`src/design/im2c_pkg.sv`:
```
// Shared types, widths, register codes and the stride reciprocal table.
package im2c_pkg;

    localparam int NUM_REGS    = 8;
    localparam int CFG_IDX_W   = 3;
    localparam int CFG_DATA_W  = 13;
    localparam int DIM_REG_W   = 13;
    localparam int KER_REG_W   = 4;
    localparam int PAD_REG_W   = 3;
    localparam int STR_REG_W   = 4;
    localparam int IDX_W       = 24;
    localparam int LIMIT_W     = 25;
    localparam int BASE_W      = 32;
    localparam int OUT_ADDR_W  = 32;
    localparam int SPAN_W      = DIM_REG_W + 1;
    localparam int GRID_W      = SPAN_W;
    localparam int PLANE_W     = 2 * GRID_W;
    localparam int KK_W        = 2 * KER_REG_W;
    localparam int RECIP_SHIFT = 16;
    localparam int RECIP_W     = RECIP_SHIFT + 1;
    localparam int OFS_W       = GRID_W + STR_REG_W + 2;
    localparam int DIV_STEP    = 8;
    localparam int QUEUE_DEPTH = 2;
    localparam int GEOM_LAT    = 4;

    localparam int DEF_MAX_KERNEL = 8;
    localparam int DEF_MAX_DIM    = 4096;
    localparam int DEF_ADDR_WIDTH = 32;

    localparam logic [CFG_IDX_W-1:0] REG_IMAGE_HEIGHT  = 3'd0;
    localparam logic [CFG_IDX_W-1:0] REG_IMAGE_WIDTH   = 3'd1;
    localparam logic [CFG_IDX_W-1:0] REG_KERNEL_HEIGHT = 3'd2;
    localparam logic [CFG_IDX_W-1:0] REG_KERNEL_WIDTH  = 3'd3;
    localparam logic [CFG_IDX_W-1:0] REG_PAD_ROWS      = 3'd4;
    localparam logic [CFG_IDX_W-1:0] REG_PAD_COLS      = 3'd5;
    localparam logic [CFG_IDX_W-1:0] REG_STRIDE_ROWS   = 3'd6;
    localparam logic [CFG_IDX_W-1:0] REG_STRIDE_COLS   = 3'd7;

    typedef struct packed {
        logic [DIM_REG_W-1:0] image_height;
        logic [DIM_REG_W-1:0] image_width;
        logic [KER_REG_W-1:0] kernel_height;
        logic [KER_REG_W-1:0] kernel_width;
        logic [PAD_REG_W-1:0] pad_rows;
        logic [PAD_REG_W-1:0] pad_cols;
        logic [STR_REG_W-1:0] stride_rows;
        logic [STR_REG_W-1:0] stride_cols;
    } cfg_t;

    typedef struct packed {
        logic               ready;
        logic               ok;
        logic [GRID_W-1:0]  out_h;
        logic [GRID_W-1:0]  out_w;
        logic [PLANE_W-1:0] plane;
        logic [KK_W-1:0]    taps;
    } geom_t;

    function automatic logic [RECIP_W-1:0] stride_recip(input logic [STR_REG_W-1:0] s);
        logic [RECIP_W-1:0] r;
        begin
            case (s)
                4'd1:    r = 17'd65536;
                4'd2:    r = 17'd32768;
                4'd3:    r = 17'd21845;
                4'd4:    r = 17'd16384;
                4'd5:    r = 17'd13107;
                4'd6:    r = 17'd10922;
                4'd7:    r = 17'd9362;
                4'd8:    r = 17'd8192;
                4'd9:    r = 17'd7281;
                4'd10:   r = 17'd6553;
                4'd11:   r = 17'd5957;
                4'd12:   r = 17'd5461;
                4'd13:   r = 17'd5041;
                4'd14:   r = 17'd4681;
                4'd15:   r = 17'd4369;
                default: r = '0;
            endcase
            return r;
        end
    endfunction

endpackage

```
`src/design/im2c_addr_if.sv`:
```
// Address channel: one source/destination pair per kernel tap.
interface im2c_addr_if;
    import im2c_pkg::*;

    logic                  valid;
    logic                  ready;
    logic [OUT_ADDR_W-1:0] source_address;
    logic [OUT_ADDR_W-1:0] dest_address;
    logic                  is_padding;
    logic                  last_tap;

    modport source (output valid, source_address, dest_address, is_padding, last_tap,
                    input ready);
    modport sink   (input valid, source_address, dest_address, is_padding, last_tap,
                    output ready);
endinterface

```
`src/design/im2c_back.sv`:
```
// Back end: walk the kernel taps of a queued index and emit one address pair per cycle while addr_ch is ready.
module im2c_back #(
    parameter int ADDR_WIDTH = 32,
    parameter int ENTRY_W    = 2 * 32 + 2 * 20
) (
    input  logic                clk,
    input  logic                rst_n,
    input  logic [ENTRY_W-1:0]  pop_data,
    input  logic                empty,
    output logic                pop,
    input  im2c_pkg::cfg_t      cfg,
    input  im2c_pkg::geom_t     geom,
    im2c_addr_if.source         addr_ch
);
    import im2c_pkg::*;

    typedef struct packed {
        logic [ADDR_WIDTH-1:0] src;
        logic [ADDR_WIDTH-1:0] dst;
        logic [OFS_W-1:0]      hstart;
        logic [OFS_W-1:0]      wstart;
    } entry_t;

    entry_t                  e;
    logic                    active_reg, active_next;
    logic [KER_REG_W-1:0]    i_reg, i_next, j_reg, j_next;
    logic signed [OFS_W-1:0] hi_reg, hi_next, wi_reg, wi_next, wst_reg, wst_next;
    logic [ADDR_WIDTH-1:0]   src_reg, src_next, srow_reg, srow_next, dst_reg, dst_next;
    logic                    ovalid_reg, ovalid_next;
    logic [OUT_ADDR_W-1:0]   osrc_reg, osrc_next, odst_reg, odst_next;
    logic                    opad_reg, opad_next, olast_reg, olast_next;
    logic                    adv, emit, i_last, j_last, pad, load;

    assign e      = entry_t'(pop_data);
    assign adv    = !ovalid_reg || addr_ch.ready;
    assign emit   = active_reg && adv;
    assign i_last = (KER_REG_W'(i_reg + 1'b1) == cfg.kernel_height);
    assign j_last = (KER_REG_W'(j_reg + 1'b1) == cfg.kernel_width);
    assign load   = !empty && (!active_reg || (emit && i_last && j_last));
    assign pop    = load;
    assign pad    = (hi_reg < 0) || (wi_reg < 0)
                    || (hi_reg >= $signed(OFS_W'(cfg.image_height)))
                    || (wi_reg >= $signed(OFS_W'(cfg.image_width)));

    always_comb
    begin
        active_next = active_reg;
        i_next      = i_reg;
        j_next      = j_reg;
        hi_next     = hi_reg;
        wi_next     = wi_reg;
        wst_next    = wst_reg;
        src_next    = src_reg;
        srow_next   = srow_reg;
        dst_next    = dst_reg;
        ovalid_next = ovalid_reg;
        osrc_next   = osrc_reg;
        odst_next   = odst_reg;
        opad_next   = opad_reg;
        olast_next  = olast_reg;
        if (adv)
        begin
            ovalid_next = emit;
        end
        if (emit)
        begin
            osrc_next  = pad ? '0 : OUT_ADDR_W'(src_reg);
            odst_next  = OUT_ADDR_W'(dst_reg);
            opad_next  = pad;
            olast_next = i_last && j_last;
            dst_next   = dst_reg + ADDR_WIDTH'(geom.plane);
            if (j_last)
            begin
                j_next    = '0;
                i_next    = i_reg + 1'b1;
                hi_next   = hi_reg + 1'b1;
                wi_next   = wst_reg;
                srow_next = srow_reg + ADDR_WIDTH'(cfg.image_width);
                src_next  = srow_reg + ADDR_WIDTH'(cfg.image_width);
            end
            else
            begin
                j_next   = j_reg + 1'b1;
                wi_next  = wi_reg + 1'b1;
                src_next = src_reg + 1'b1;
            end
            if (i_last && j_last)
            begin
                active_next = 1'b0;
            end
        end
        if (load)
        begin
            active_next = 1'b1;
            i_next      = '0;
            j_next      = '0;
            hi_next     = $signed(e.hstart);
            wi_next     = $signed(e.wstart);
            wst_next    = $signed(e.wstart);
            src_next    = e.src;
            srow_next   = e.src;
            dst_next    = e.dst;
        end
    end

    always_ff @(posedge clk or negedge rst_n)
    begin
        if (!rst_n)
        begin
            active_reg <= 1'b0;
            ovalid_reg <= 1'b0;
        end
        else
        begin
            active_reg <= active_next;
            ovalid_reg <= ovalid_next;
        end
    end

    always_ff @(posedge clk)
    begin
        i_reg     <= i_next;
        j_reg     <= j_next;
        hi_reg    <= hi_next;
        wi_reg    <= wi_next;
        wst_reg   <= wst_next;
        src_reg   <= src_next;
        srow_reg  <= srow_next;
        dst_reg   <= dst_next;
        osrc_reg  <= osrc_next;
        odst_reg  <= odst_next;
        opad_reg  <= opad_next;
        olast_reg <= olast_next;
    end

    assign addr_ch.valid          = ovalid_reg;
    assign addr_ch.source_address = osrc_reg;
    assign addr_ch.dest_address   = odst_reg;
    assign addr_ch.is_padding     = opad_reg;
    assign addr_ch.last_tap       = olast_reg;
endmodule

```
`src/flat_wrapper.sv`:
```
// flat-port wrapper written by rule: the top's interface ports become plain ports
module im2c_back_flat import im2c_pkg::*;
#(
    parameter int ADDR_WIDTH = 32,
    parameter int ENTRY_W    = 2 * 32 + 2 * 20
)
  (clk, rst_n, pop_data, empty, pop, cfg, geom, addr_ch_valid, addr_ch_source_address, addr_ch_dest_address, addr_ch_is_padding, addr_ch_last_tap, addr_ch_ready);
  im2c_addr_if addr_ch_i ();
  input  logic clk;
  input  logic rst_n;
  input  logic [ENTRY_W-1:0] pop_data;
  input  logic empty;
  output logic pop;
  input  im2c_pkg::cfg_t cfg;
  input  im2c_pkg::geom_t geom;
  output wire logic [$bits(addr_ch_i.valid)-1:0] addr_ch_valid;
  output wire logic [$bits(addr_ch_i.source_address)-1:0] addr_ch_source_address;
  output wire logic [$bits(addr_ch_i.dest_address)-1:0] addr_ch_dest_address;
  output wire logic [$bits(addr_ch_i.is_padding)-1:0] addr_ch_is_padding;
  output wire logic [$bits(addr_ch_i.last_tap)-1:0] addr_ch_last_tap;
  input wire logic [$bits(addr_ch_i.ready)-1:0] addr_ch_ready;
  assign addr_ch_valid = addr_ch_i.valid;
  assign addr_ch_source_address = addr_ch_i.source_address;
  assign addr_ch_dest_address = addr_ch_i.dest_address;
  assign addr_ch_is_padding = addr_ch_i.is_padding;
  assign addr_ch_last_tap = addr_ch_i.last_tap;
  assign addr_ch_i.ready = addr_ch_ready;
  im2c_back #(.ADDR_WIDTH(ADDR_WIDTH), .ENTRY_W(ENTRY_W)) u_core (.clk(clk), .rst_n(rst_n), .pop_data(pop_data), .empty(empty), .pop(pop), .cfg(cfg), .geom(geom), .addr_ch(addr_ch_i));
endmodule
```
`config.mk`:
```
export PLATFORM = sky130hd
export DESIGN_NAME = im2c_back_flat
export DESIGN_NICKNAME = d
export VERILOG_FILES = /design/src/design/im2c_pkg.sv /design/src/design/im2c_addr_if.sv /design/src/design/im2c_back.sv /design/src/flat_wrapper.sv
export SDC_FILE = /design/constraint.sdc
export NUM_CORES = 1
export LEC_CHECK = 0
export ABC_AREA = 1
export CORE_MARGIN = 5
export CORE_UTILIZATION = 49
export DETAILED_ROUTE_END_ITERATION = 10
export DONT_BUFFER_PORTS = 1
export GPL_TIMING_DRIVEN = 1
export MAX_ROUTING_LAYER = met4
export PLACE_DENSITY = 0.65
export SYNTH_ARGS = -nofsm -noshare
export SYNTH_HDL_FRONTEND = slang
export SYNTH_SLANG_ARGS = --single-unit
```
`constraint.sdc`:
```
create_clock -name clk -period 7.56 [get_ports clk]
set_clock_uncertainty 0.1 [all_clocks]
set_input_delay 1.134 -clock clk [delete_from_list [all_inputs] [get_ports clk]]
set_output_delay 1.134 -clock clk [all_outputs]
set_load 0.05 [all_outputs]
```
Word level (Yosys, flattened, before mapping). Cells that the tools add are included.

Output and inout bits: 68. Register bits: 232. Input bits: 222.

Equal/unequal tests: 2. Order comparisons: 4. Muxes and demuxes: 18. Add/subtract/negate cells: 7. Reduce and logical (&&, ||, !) cells: 19.

Operator list (number): $mux W32 (8); $mux W20 (6); $add A20 B1 Y20 const B (2); $ge A20 B14 Y1 (2); $lt A20 B1 Y1 const B (2); $add A32 B1 Y32 const B (1); $add A32 B13 Y32 (1); $add A32 B28 Y32 (1); $add A4 B1 Y4 const B (2); $eq A4 B4 Y1 (2); $reduce_and A2 Y1 (3); $reduce_bool A2 Y1 (3); $logic_and A1 B1 Y1 (5); $logic_or A1 B1 Y1 (5); $mux W4 (1); $logic_not A1 Y1 (3); $mux W1 (3).

Longest topological paths before layout. Gate-level depths: netlist of run 1.

Depth after elaboration: 9. Mapped depth: 15. Depth with buffers taken out: 14.

Worst setup path before layout of run 1. OpenSTA, ideal clock, no wires.

Path type: input-to-reg. Start point: input port addr_ch_ready. End point: register u_core.dst_reg[0], enable pin. Arrival time: 5.489 ns. Path slack: 1.526 ns. Required time: 7.015 ns. Stages on the path: 10. Library setup time: 0.445 ns. Cells stage by stage: inv_1 nand2_1 nand2_1 inv_1 nand3_2 o21ai_2 nand2_2 buf_6 buf_2 nand2_1.

Longest elaborated chain between the ends: 7.

RTL lines: from (decl) (RTL line flat_wrapper.sv:21) `input wire logic [$bits(addr_ch_i.ready)-1:0] addr_ch_ready;`; $logic_or A1 B1 Y1 * (RTL line im2c_back.sv:35) `assign adv = !ovalid_reg || addr_ch.ready;`; $logic_and A1 B1 Y1 * (RTL line im2c_back.sv:36) `assign emit = active_reg && adv;`; named net u_core.emit (RTL line im2c_back.sv:32) `logic adv, emit, i_last, j_last, pad, load;`; $logic_and A1 B1 Y1 (2 in series) (RTL line im2c_back.sv:39) `assign load = !empty && (!active_reg || (emit && i_last && j_last));`; $logic_or A1 B1 Y1 (RTL line im2c_back.sv:39); $logic_and A1 B1 Y1 (RTL line im2c_back.sv:39); $reduce_bool A2 Y1 (no line) *; to (signal assigned) (RTL line im2c_back.sv:129) `dst_reg <= dst_next;`; to (decl) (RTL line im2c_back.sv:28) `logic [ADDR_WIDTH-1:0] src_reg, src_next, srow_reg, srow_next, dst_reg, dst_next;`.

The timed path passes the listed nets; every way through them passes the cells marked *. A chain may end at the register's enable or synchronous reset.

Worst setup path after layout of run 1.
Start point: register u_core.j_reg[0]. End point: output port pop.

Longest elaborated chain between the ends: 5.

RTL lines: from (decl) (RTL line im2c_back.sv:26) `logic [KER_REG_W-1:0] i_reg, i_next, j_reg, j_next;`; from (signal assigned) (RTL line im2c_back.sv:123) `j_reg <= j_next;`; $add A4 B1 Y4 (RTL line im2c_back.sv:38) `assign j_last = (KER_REG_W'(j_reg + 1'b1) == cfg.kernel_width);`; $eq A4 B4 Y1 (RTL line im2c_back.sv:38); $logic_and A1 B1 Y1 (RTL line im2c_back.sv:39); $logic_or A1 B1 Y1 (RTL line im2c_back.sv:39); $logic_and A1 B1 Y1 (RTL line im2c_back.sv:39); to (decl) (RTL line flat_wrapper.sv:13) `output logic pop;`.

No other way between the ends.

==> results.sh, run 1 <==
export IMPL_path_clk_slew_ns=0.06
export IMPL_detailed_place_hpwl_um=34900
export IMPL_power_per_cell_area_mw_per_mm2=373
export IMPL_cts_resized=0
export IMPL_detail_route_wl_per_cell_um=17.9
export IMPL_setup_violation_total_in_the_final_timing_report=0
export IMPL_post_cts_hold_buffer_count=0
export IMPL_max_slew_worst_pin_slew_ns=0.947
export IMPL_maxClockFrequency_ghz=0.223
export IMPL_seq_area_frac_synth=0.437
export IMPL_drc_errors=0
export IMPL_post_cts_setup_buffer_count=0
export IMPL_syn_cell_area_mm2=0.0157
export IMPL_r2r_slack_ns=3.25
export IMPL_detailedRoute_firstIterationViolations=1229
export IMPL_initial_core_util=0.497
export IMPL_rsz_0062_raised_after_global_routing="false"
export IMPL_multi_input_comb_area_mm2=0.00760
export IMPL_p_leak_nw=8.01
export IMPL_cts_max_path_buffers=3
export IMPL_grt_total_usage=0.258
export IMPL_synthCells=2125
export IMPL_power_switching_share=0.431
export IMPL_dieArea_mm2=0.0358
export IMPL_layout_cells_most_common_list="sky130_fd_sc_hd__nand2_1 (845), sky130_fd_sc_hd__inv_1 (266), sky130_fd_sc_hd__edfxtp_1 (222)"
export IMPL_setup_total_negative_slack_ns=0
export IMPL_p_seq_frac=0.412
export IMPL_cap_violations=0
export IMPL_cell_internal_pwr_mw=3.60
export IMPL_worst_setup_path_class="flip-flop to primary output"
export IMPL_post_route_cells_drive_above_1_share=0.0322
export IMPL_floorplan_die_height_um=189
export IMPL_grt_overflow_total=0
export IMPL_coreArea_mm2=0.0316
export IMPL_critPathMaxFanout=74
export IMPL_reg2reg_to="u_core.srow_reg[30]$_DFFE_PP_"
export IMPL_synth_seq_cells=232
export IMPL_slew_hr=0.369
export IMPL_critical_path_endpoint_type="primary output"
export IMPL_synthesis_yosys_warnings=0
export IMPL_grt_max_degree=95
export IMPL_place_port_buffers=0
export IMPL_detail_route_first_pass_iterations=8
export IMPL_wl_um=45700
export IMPL_clockRootBuffer="sky130_fd_sc_hd__clkbuf_16"
export IMPL_startpoint_of_the_worst_setup_timing_path="u_core.j_reg[0]$_SDFFE_PP0P_"
export IMPL_fillers=3084
export IMPL_nNetsFinal=2417
export IMPL_synth_flop_cell="sky130_fd_sc_hd__edfxtp_1"
export IMPL_synthArstFlopShare=0.00862
export IMPL_detailed_place_area_mm2=0.0161
export IMPL_first_global_vias=13000
export IMPL_number_of_cts_inserted_buffers=28
export IMPL_tritoncts_sinks=232
export IMPL_grt_pass1_wl_um=71600
export IMPL_ff_latch_area_mm2=0.00688
export IMPL_synth_area_per_cell_um2=7.40
export IMPL_io_pins=290
export IMPL_syn_num_nets=2421
export IMPL_critical_path_reg2reg_startpoint="u_core.j_reg[0]$_SDFFE_PP0P_"
export IMPL_vias=13500
export IMPL_outcome="finished, final reports clean"
export IMPL_syn_to_final_growth_pct=7.93
export IMPL_most_common_cell_after_layout_fill_and_taps_aside="sky130_fd_sc_hd__nand2_1"
export IMPL_final_min_period_over_clock_period=0.593
export IMPL_cts_tree="yes"
export IMPL_r2r_cells=14
export IMPL_post_synth_num_cell_types=41
export IMPL_hold_ws_ns=0.178
export IMPL_hold_path_class="input port to asynchronous set/reset pin"
export IMPL_clock_power_share=0.208
export IMPL_detail_route_vias_per_cell=5.29
export IMPL_power_combinational_fraction=0.380
export IMPL_power_net_switching_mw=2.73
export IMPL_crit_arrival_ns=3.25
export IMPL_critPathRequiredTime_ns=6.33
export IMPL_critPathLaunchType="flip-flop"
export IMPL_die_width_um=189
export IMPL_cts_htree_levels=1
export IMPL_synth_enable_flop_cells=222
export IMPL_gpl_final_weighted_congestion=0.961
export IMPL_number_of_antenna_violations_at_the_first_check_in_global_routing=3
export IMPL_timing_final_hold_violations=0
export IMPL_final_cell_area_mm2=0.0170
export IMPL_antenna_violation_net_count_after_detailed_routing=0
export IMPL_final_max_slew_viol_count=0
export IMPL_min_period_ns=4.48
export IMPL_postLayoutCoreUtil=0.536
export IMPL_clk_latency_ns=0.56
export IMPL_ir_drop_v=0.000189
export IMPL_fp_row_count=65
-- cells by family after synthesis --
kind of cell	count (synthesis)	share of synthesized area
AO/OA/AOI/OAI	134	0.0446
adder cells (fa/ha/maj)	74	0.0598
XOR/XNOR	64	0.0357
flip-flops	232	0.437
AND/OR/NAND/NOR	1308	0.342
buffers and inverters	313	0.0805
-- how the worst max path moves through the flow --
| stage | to | slack (ns) | depth (start not counted) |
|---|---|---|---|
| global placement | u_core.srow_reg[30]$_DFFE_PP_ | 2.71 | 11 |
| finish | pop | 3.08 | 11 |
| global route | pop | 2.80 | 7 |
| CTS | pop | 3.00 | 7 |
| detailed placement | u_core.srow_reg[30]$_DFFE_PP_ | 2.66 | 11 |
| floorplan | u_core.dst_reg[0]$_DFFE_PP_ | 1.53 | 10 |
-- area by class of cell --
type                            instances  share of cell area
Antenna cell                            3            0.000442
Clock inverter                         22              0.0101
Multi-Input combinational cell       1580               0.448
Sequential cell                       232               0.405
Timing Repair Buffer                    8             0.00354
Clock buffer                           30              0.0430
Inverter                              271              0.0601
Tap cell                              402              0.0296
-- synth_stat cells (3+ instances only) --
library cell,number,area (um2)
sky130_fd_sc_hd__a21oi_1,49,245
sky130_fd_sc_hd__a31oi_1,3,18.8
sky130_fd_sc_hd__and2_1,9,56.3
sky130_fd_sc_hd__buf_2,24,120
sky130_fd_sc_hd__buf_6,7,78.8
sky130_fd_sc_hd__clkbuf_1,9,33.8
sky130_fd_sc_hd__dfxtp_1,8,160
sky130_fd_sc_hd__edfxtp_1,222,6670
sky130_fd_sc_hd__ha_1,72,901
sky130_fd_sc_hd__inv_1,268,1010
sky130_fd_sc_hd__nand2_1,846,3180
sky130_fd_sc_hd__nand3_1,165,826
sky130_fd_sc_hd__nand3b_1,20,150
sky130_fd_sc_hd__nand4_1,26,163
sky130_fd_sc_hd__nor2_1,184,691
sky130_fd_sc_hd__nor3_1,40,200
sky130_fd_sc_hd__o21ai_0,59,295
sky130_fd_sc_hd__o21ai_1,13,65.1
sky130_fd_sc_hd__o21bai_1,5,37.5
sky130_fd_sc_hd__or2_2,8,50.1
sky130_fd_sc_hd__xnor2_1,22,193
sky130_fd_sc_hd__xor2_1,42,368
-- worst max-delay path, cell delays in order (launching register included) --
cell and delay [ns]:
sky130_fd_sc_hd__dfxtp_1 0.45, sky130_fd_sc_hd__ha_1 0.22, sky130_fd_sc_hd__inv_1 0.05, sky130_fd_sc_hd__nand2_1 0.07, sky130_fd_sc_hd__nand2_1 0.07, sky130_fd_sc_hd__nand2_1 0.06
sky130_fd_sc_hd__nand2_1 0.06, sky130_fd_sc_hd__nor2_2 0.12, sky130_fd_sc_hd__nand3_2 0.16, sky130_fd_sc_hd__o21ai_2 0.28, sky130_fd_sc_hd__nand2_8 0.36, sky130_fd_sc_hd__inv_4 0.74
-- metrics by stage --
| stage | power (mW) | setup slack (ns) | cells |
|---|---|---|---|
| after floorplan | 4.32 | 1.53 | 2125 |
| after global placement | 4.95 | 2.71 | 2493 |
| after detailed placement | 5.00 | 2.66 | 2493 |
| after CTS | 6.34 | 3.00 | 2545 |
| after global routing | 6.82 | 2.80 | 2548 |
| final | 6.32 | 3.08 | 2548 |
-- power groups by stage --
stage	Clock [mW]	Combinational (mW)	Sequential, mW
after floorplan	0	1.83	2.49
after global placement	0	2.33	2.62
after detailed placement	0	2.37	2.63
after CTS	1.34	2.39	2.61
after global routing	1.41	2.76	2.65
final	1.32	2.40	2.61
-- layer usage --
metal / vias to the layer above / routed length [um] / global-route usage
met5: - / 0 / -
met4: 0 / 1360 / 0.0746
met3: 73 / 3360 / 0.0448
met2: 424 / 20300 / 0.402
met1: 6118 / 20700 / 0.350
li1: 6858 / - / -
No activity file was read; power rests on OpenSTA's default activity.
==> run 2: changes to the inputs <==
- PLACE_DENSITY: 0.65 -> 0.67
- clock period: 7.56 -> 3.8 ns (I/O delays scaled with it)
==> results.sh, run 2 (synthesized netlist as in run 1, its figures left out) <==
export IMPL_coreArea_mm2=0.0316
export IMPL_setup_violation_total_in_the_final_timing_report=0
export IMPL_min_period_ns=3.40
export IMPL_critPathLaunchType="flip-flop"
export IMPL_antenna_violation_net_count_after_detailed_routing=0
export IMPL_die_width_um=189
export IMPL_vias=13700
export IMPL_post_route_cells_drive_above_1_share=0.0359
export IMPL_initial_core_util=0.497
export IMPL_critPathRequiredTime_ns=3.13
export IMPL_dieArea_mm2=0.0358
export IMPL_path_clk_slew_ns=0.06
export IMPL_critical_path_endpoint_type="primary output"
export IMPL_final_min_period_over_clock_period=0.894
export IMPL_critPathMaxFanout=44
export IMPL_slew_hr=0.297
export IMPL_max_slew_worst_pin_slew_ns=1.05
export IMPL_ir_drop_v=0.000391
export IMPL_first_global_vias=13000
export IMPL_preCtsSetupSlack_ns=0.468
export IMPL_gpl_final_weighted_congestion=0.979
export IMPL_detailedRoute_firstIterationViolations=1086
export IMPL_io_pins=290
export IMPL_clk_latency_ns=0.57
export IMPL_fp_row_count=65
export IMPL_cts_max_path_buffers=3
export IMPL_nNetsFinal=2447
export IMPL_grt_total_usage=0.258
export IMPL_most_common_cell_after_layout_fill_and_taps_aside="sky130_fd_sc_hd__nand2_1"
export IMPL_p_leak_nw=8.17
export IMPL_cts_tree="yes"
export IMPL_hold_ws_ns=0.0773
export IMPL_post_layout_nonfiller_instances=2574
export IMPL_final_max_slew_viol_count=0
export IMPL_wl_um=46500
export IMPL_floorplan_die_height_um=189
export IMPL_timing_final_hold_violations=0
export IMPL_hold_path_class="input port to flip-flop"
export IMPL_total_power_mw=12.7
export IMPL_place_port_buffers=0
export IMPL_maxClockFrequency_ghz=0.294
export IMPL_detail_route_first_pass_iterations=5
export IMPL_power_per_cell_area_mw_per_mm2=731
export IMPL_syn_to_final_growth_pct=10.6
export IMPL_number_of_cts_inserted_buffers=28
export IMPL_placed_cells=2498
export IMPL_rsz_0062_raised_after_global_routing="false"
export IMPL_setup_total_negative_slack_ns=0
export IMPL_setup_slack_ns=0.404
export IMPL_grt_pass1_wl_um=71600
export IMPL_tritoncts_sinks=232
export IMPL_detailed_place_hpwl_um=35200
export IMPL_grt_overflow_total=0
export IMPL_layout_cells_most_common_list="sky130_fd_sc_hd__nand2_1 (843), sky130_fd_sc_hd__inv_1 (265), sky130_fd_sc_hd__edfxtp_1 (222)"
export IMPL_drc_errors=0
export IMPL_crit_arrival_ns=2.73
export IMPL_cap_violations=0
export IMPL_grt_max_degree=68
export IMPL_worst_setup_path_class="flip-flop to primary output"
export IMPL_outcome="finished, final reports clean"
export IMPL_detail_route_vias_per_cell=5.33
export IMPL_cts_htree_levels=1
export IMPL_detail_route_wl_per_cell_um=18.0
export IMPL_clockRootBuffer="sky130_fd_sc_hd__clkbuf_16"
export IMPL_number_of_antenna_violations_at_the_first_check_in_global_routing=2
[run 2: power breakdown]
group          internal, mW  switching (mW)  total, mW
Combinational          1.72            3.13       4.85
Clock                  1.56            1.10       2.66
Sequential             3.96            1.24       5.21
Total                  7.24            5.48       12.7
[run 2: timing repair]
action,4_1_cts,5_1_grt
endpoints found under the setup margin,0,1
endpoints found under the hold margin,23,0
buffers inserted,0,1
hold buffers,22,0
resized for setup,0,3
[run 2: worst max-delay path: stages, from the launching register on]
cell and delay (ns):
sky130_fd_sc_hd__dfxtp_1 0.44, sky130_fd_sc_hd__ha_1 0.20, sky130_fd_sc_hd__inv_1 0.04, sky130_fd_sc_hd__nand2_1 0.08, sky130_fd_sc_hd__nand2_1 0.07, sky130_fd_sc_hd__nand2_1 0.06
sky130_fd_sc_hd__nand2_1 0.06, sky130_fd_sc_hd__nor2_2 0.16, sky130_fd_sc_hd__nand3_4 0.13, sky130_fd_sc_hd__o21ai_4 0.22, sky130_fd_sc_hd__nand2_8 0.16, sky130_fd_sc_hd__inv_8 0.20
sky130_fd_sc_hd__buf_16 0.27
[run 2: stage by stage]
| stage | utilization | instance area (um2) |
|---|---|---|
| final | 0.550 | 17400 |
| after global routing | 0.550 | 17400 |
| after CTS | 0.548 | 17300 |
| after detailed placement | 0.513 | 16200 |
| after global placement | 0.513 | 16200 |
| after floorplan | - | 15800 |
[run 2: final cells by class]
type                       instances  area, um2
antenna                            2       5.00
clock buffer                      33        719
clock inverter                    16        179
fill                            3052      14200
inverter                         271       1050
multi-input combinational       1582       7680
sequential                       232       6880
tap                              402        503
timing repair buffer              36        383
[run 2: metal layers]
layer / wire length (um) / vias up / share of wire / GRT usage
met3: 3660 / 62 / 0.079 / 0.0505
met1: 20600 / 6288 / 0.44 / 0.345
met2: 21000 / 464 / 0.45 / 0.406
met5: 0 / - / 0 / -
met4: 1160 / 0 / 0.025 / 0.0664
li1: - / 6917 / - / -
[run 2: path summary, 6_finish.rpt]
kind                                              start                                         to  slack [ns]  cells after the start
max                        u_core.j_reg[0]$_SDFFE_PP0P_                                        pop        0.40                     12
min                                        pop_data[35]                u_core.hi_reg[15]$_DFFE_PP_        0.08                      2
max reg2reg                u_core.i_reg[0]$_SDFFE_PP0P_               u_core.src_reg[12]$_DFFE_PP_        0.71                     12
min reg2reg                u_core.dst_reg[24]$_DFFE_PP_  u_core.addr_ch.dest_address[24]$_DFFE_PP_        0.36                      0
max in group asynchronous                         rst_n           u_core.addr_ch.valid$_DFFE_PN0P_        3.30                      1
min in group asynchronous                         rst_n           u_core.addr_ch.valid$_DFFE_PN0P_        0.16                      1
==> run 3: changes to the inputs <==
- TNS_END_PERCENT: unset -> 1
- clock period: 3.8 -> 2.8 ns (I/O delays scaled with it)
==> results.sh, run 3 (synthesized netlist as in run 1, its figures left out) <==
export IMPL_detailed_place_area_mm2=0.0163
export IMPL_clockRootBuffer="sky130_fd_sc_hd__clkbuf_16"
export IMPL_r2r_slack_ns=0.22
export IMPL_max_slew_worst_pin_slew_ns=0.913
export IMPL_grt_overflow_total=0
export IMPL_detailedRoute_firstIterationViolations=1309
export IMPL_syn_to_final_growth_pct=15.0
export IMPL_cpMaxStageDelayCell="sky130_fd_sc_hd__dfxtp_4"
export IMPL_setup_total_negative_slack_ns=0
export IMPL_post_route_cells_drive_above_1_share=0.0405
export IMPL_critPathMaxFanout=7
export IMPL_critPathRequiredTime_ns=2.28
export IMPL_most_common_cell_after_layout_fill_and_taps_aside="sky130_fd_sc_hd__nand2_1"
export IMPL_timing_final_hold_violations=0
export IMPL_worst_setup_path_class="flip-flop to primary output"
export IMPL_cts_max_path_buffers=3
export IMPL_grt_max_degree=87
export IMPL_detailed_place_hpwl_um=34600
export IMPL_coreArea_mm2=0.0316
export IMPL_cts_htree_levels=1
export IMPL_final_cell_area_mm2=0.0181
export IMPL_initial_core_util=0.497
export IMPL_cts_tree="yes"
export IMPL_critical_path_buf_inv_count=3
export IMPL_dieArea_mm2=0.0358
export IMPL_r2r_cells=13
export IMPL_crit_arrival_ns=2.16
export IMPL_slew_hr=0.391
export IMPL_place_port_buffers=0
export IMPL_power_per_cell_area_mw_per_mm2=942
export IMPL_clk_latency_ns=0.55
export IMPL_outcome="finished, final reports clean"
export IMPL_io_pins=290
export IMPL_detail_route_first_pass_iterations=6
export IMPL_die_width_um=189
export IMPL_drc_errors=0
export IMPL_total_power_mw=17.0
export IMPL_cell_internal_pwr_mw=9.62
export IMPL_crit_chain="ha_4 > inv_1 > nand2_1 > nand4_1 > nor2_4 > nand3_4 > o21ai_4 > nand2_4 > clkinv_8 > buf_8"
export IMPL_wl_um=46200
export IMPL_critical_path_max_stage_delay_ns=0.37
export IMPL_ir_drop_v=0.000520
export IMPL_grt_total_usage=0.259
export IMPL_detail_route_vias_per_cell=5.26
export IMPL_detail_route_wl_per_cell_um=17.4
export IMPL_layout_cells_most_common_list="sky130_fd_sc_hd__nand2_1 (843), sky130_fd_sc_hd__inv_1 (266), sky130_fd_sc_hd__edfxtp_1 (222)"
export IMPL_nNetsFinal=2524
export IMPL_vias=14000
export IMPL_critical_path_endpoint_type="primary output"
export IMPL_critPathLaunchType="flip-flop"
export IMPL_power_combinational_fraction=0.395
export IMPL_hold_path_endpoint="u_core.srow_reg[24]$_DFFE_PP_"
export IMPL_critical_path_reg2reg_startpoint="u_core.j_reg[0]$_SDFFE_PP0P_"
export IMPL_final_min_period_over_clock_period=0.959
export IMPL_cp_top_family="simple AND/OR/NAND/NOR gates"
export IMPL_power_net_switching_mw=7.40
export IMPL_fp_row_count=65
export IMPL_fillers=2975
export IMPL_min_period_ns=2.68
export IMPL_power_switching_share=0.435
export IMPL_hold_path_class="input port to flip-flop"
export IMPL_p_leak_nw=8.47
export IMPL_floorplan_die_height_um=189
export IMPL_holdCritStartpoint="pop_data[96]"
export IMPL_gpl_final_weighted_congestion=1.01
export IMPL_hold_depth=2
export IMPL_cap_violations=0
export IMPL_path_clk_slew_ns=0.06
export IMPL_antenna_violation_net_count_after_detailed_routing=0
export IMPL_setup_violation_total_in_the_final_timing_report=0
export IMPL_final_max_slew_viol_count=0
export IMPL_reg2reg_to="u_core.hi_reg[2]$_DFFE_PP_"
export IMPL_number_of_antenna_violations_at_the_first_check_in_global_routing=1
export IMPL_clock_power_share=0.189
export IMPL_p_seq_frac=0.415
export IMPL_maxClockFrequency_ghz=0.372
export IMPL_number_of_cts_inserted_buffers=27
export IMPL_grt_pass1_wl_um=72000
export IMPL_tritoncts_sinks=232
export IMPL_first_global_vias=13400
## run 3: changes by cell type in the layout (fill, tap and decap cells not counted), moves of 3 or more
cell                            delta
sky130_fd_sc_hd__buf_12            +6
sky130_fd_sc_hd__nand2_8           -3
sky130_fd_sc_hd__buf_4             +6
sky130_fd_sc_hd__clkinv_2          +4
sky130_fd_sc_hd__dlygate4sd3_1    +67
sky130_fd_sc_hd__bufinv_16         -3
sky130_fd_sc_hd__dfxtp_1           -3
## run 3: area by class of cell
class / count / area (um2) / area share
clock buffers: 34 / 702 / 0.0388
clock inverters: 16 / 88.8 / 0.00491
diodes: 1 / 2.50 / 0.000138
flip-flops and latches: 232 / 6880 / 0.381
repair inverters: 1 / 8.76 / 0.000485
well taps: 402 / 503 / 0.0278
multi-input cells: 1580 / 7640 / 0.423
inverters: 271 / 1040 / 0.0574
repair buffers: 115 / 1210 / 0.0667
## run 3: how the worst max path moves through the flow
| stage | startpoint | end | slack, ns | cells after the start |
|---|---|---|---|---|
| floorplan | u_core.addr_ch.valid$_DFFE_PN0P_ | u_core.hi_reg[0]$_DFFE_PP_ | -1.02 | 10 |
| global placement | u_core.j_reg[0]$_SDFFE_PP0P_ | u_core.hi_reg[16]$_DFFE_PP_ | 0.17 | 12 |
| detailed placement | u_core.j_reg[0]$_SDFFE_PP0P_ | u_core.hi_reg[16]$_DFFE_PP_ | 0.12 | 14 |
| CTS | u_core.i_reg[0]$_SDFFE_PP0P_ | pop | 0.01 | 10 |
| global route | u_core.j_reg[0]$_SDFFE_PP0P_ | pop | -0.003 | 10 |
| finish | u_core.j_reg[0]$_SDFFE_PP0P_ | pop | 0.12 | 10 |
## run 3: per-layer routing
layer,wire [um],up-vias,part of all wire,GRT usage
met5,0,-,0,-
met4,1050,0,0.023,0.0617
met3,3350,63,0.073,0.0487
met2,21200,465,0.46,0.415
met1,20600,6353,0.45,0.343
li1,-,7078,-,-
## run 3: worst reg2reg max path, delay by kind of cell (launching register included)
| family | cells | cell delay (ns) |
|---|---|---|
| simple gates | 6 | 0.59 |
| compound gates | 1 | 0.19 |
| buf+inv | 5 | 0.71 |
| fa+ha+maj | 1 | 0.28 |
| flops | 1 | 0.37 |
## run 3: timing repair
action,CTS,global route
resized for setup,6,5
endpoints found under the setup margin,1,29
buffers inserted,2,3
hold buffers,89,0
pin swaps,2,6
cloned,1,0
hold endpoints to repair,121,0
## run 3: stage by stage
stage	hold WS, ns	worst slack [ns]	util	std cells
final	0.0178	0.115	0.571	2652
after global placement	0.0246	0.168	0.515	2506
after detailed placement	0.0246	0.117	0.515	2506
after global routing	0.00635	-0.00274	0.571	2652
after floorplan	0.0244	-1.02	-	2125
after CTS	0.00126	0.00994	0.570	2648
## run 3: power by group through the flow
stage               clock (mW)  sequential [mW]  combinational [mW]
floorplan                    0             6.72                4.96
CTS                       3.29             7.04                6.63
global placement             0             7.09                6.37
global route              3.46             7.17                7.74
finish                    3.22             7.07                6.73
detailed placement           0             7.10                6.47
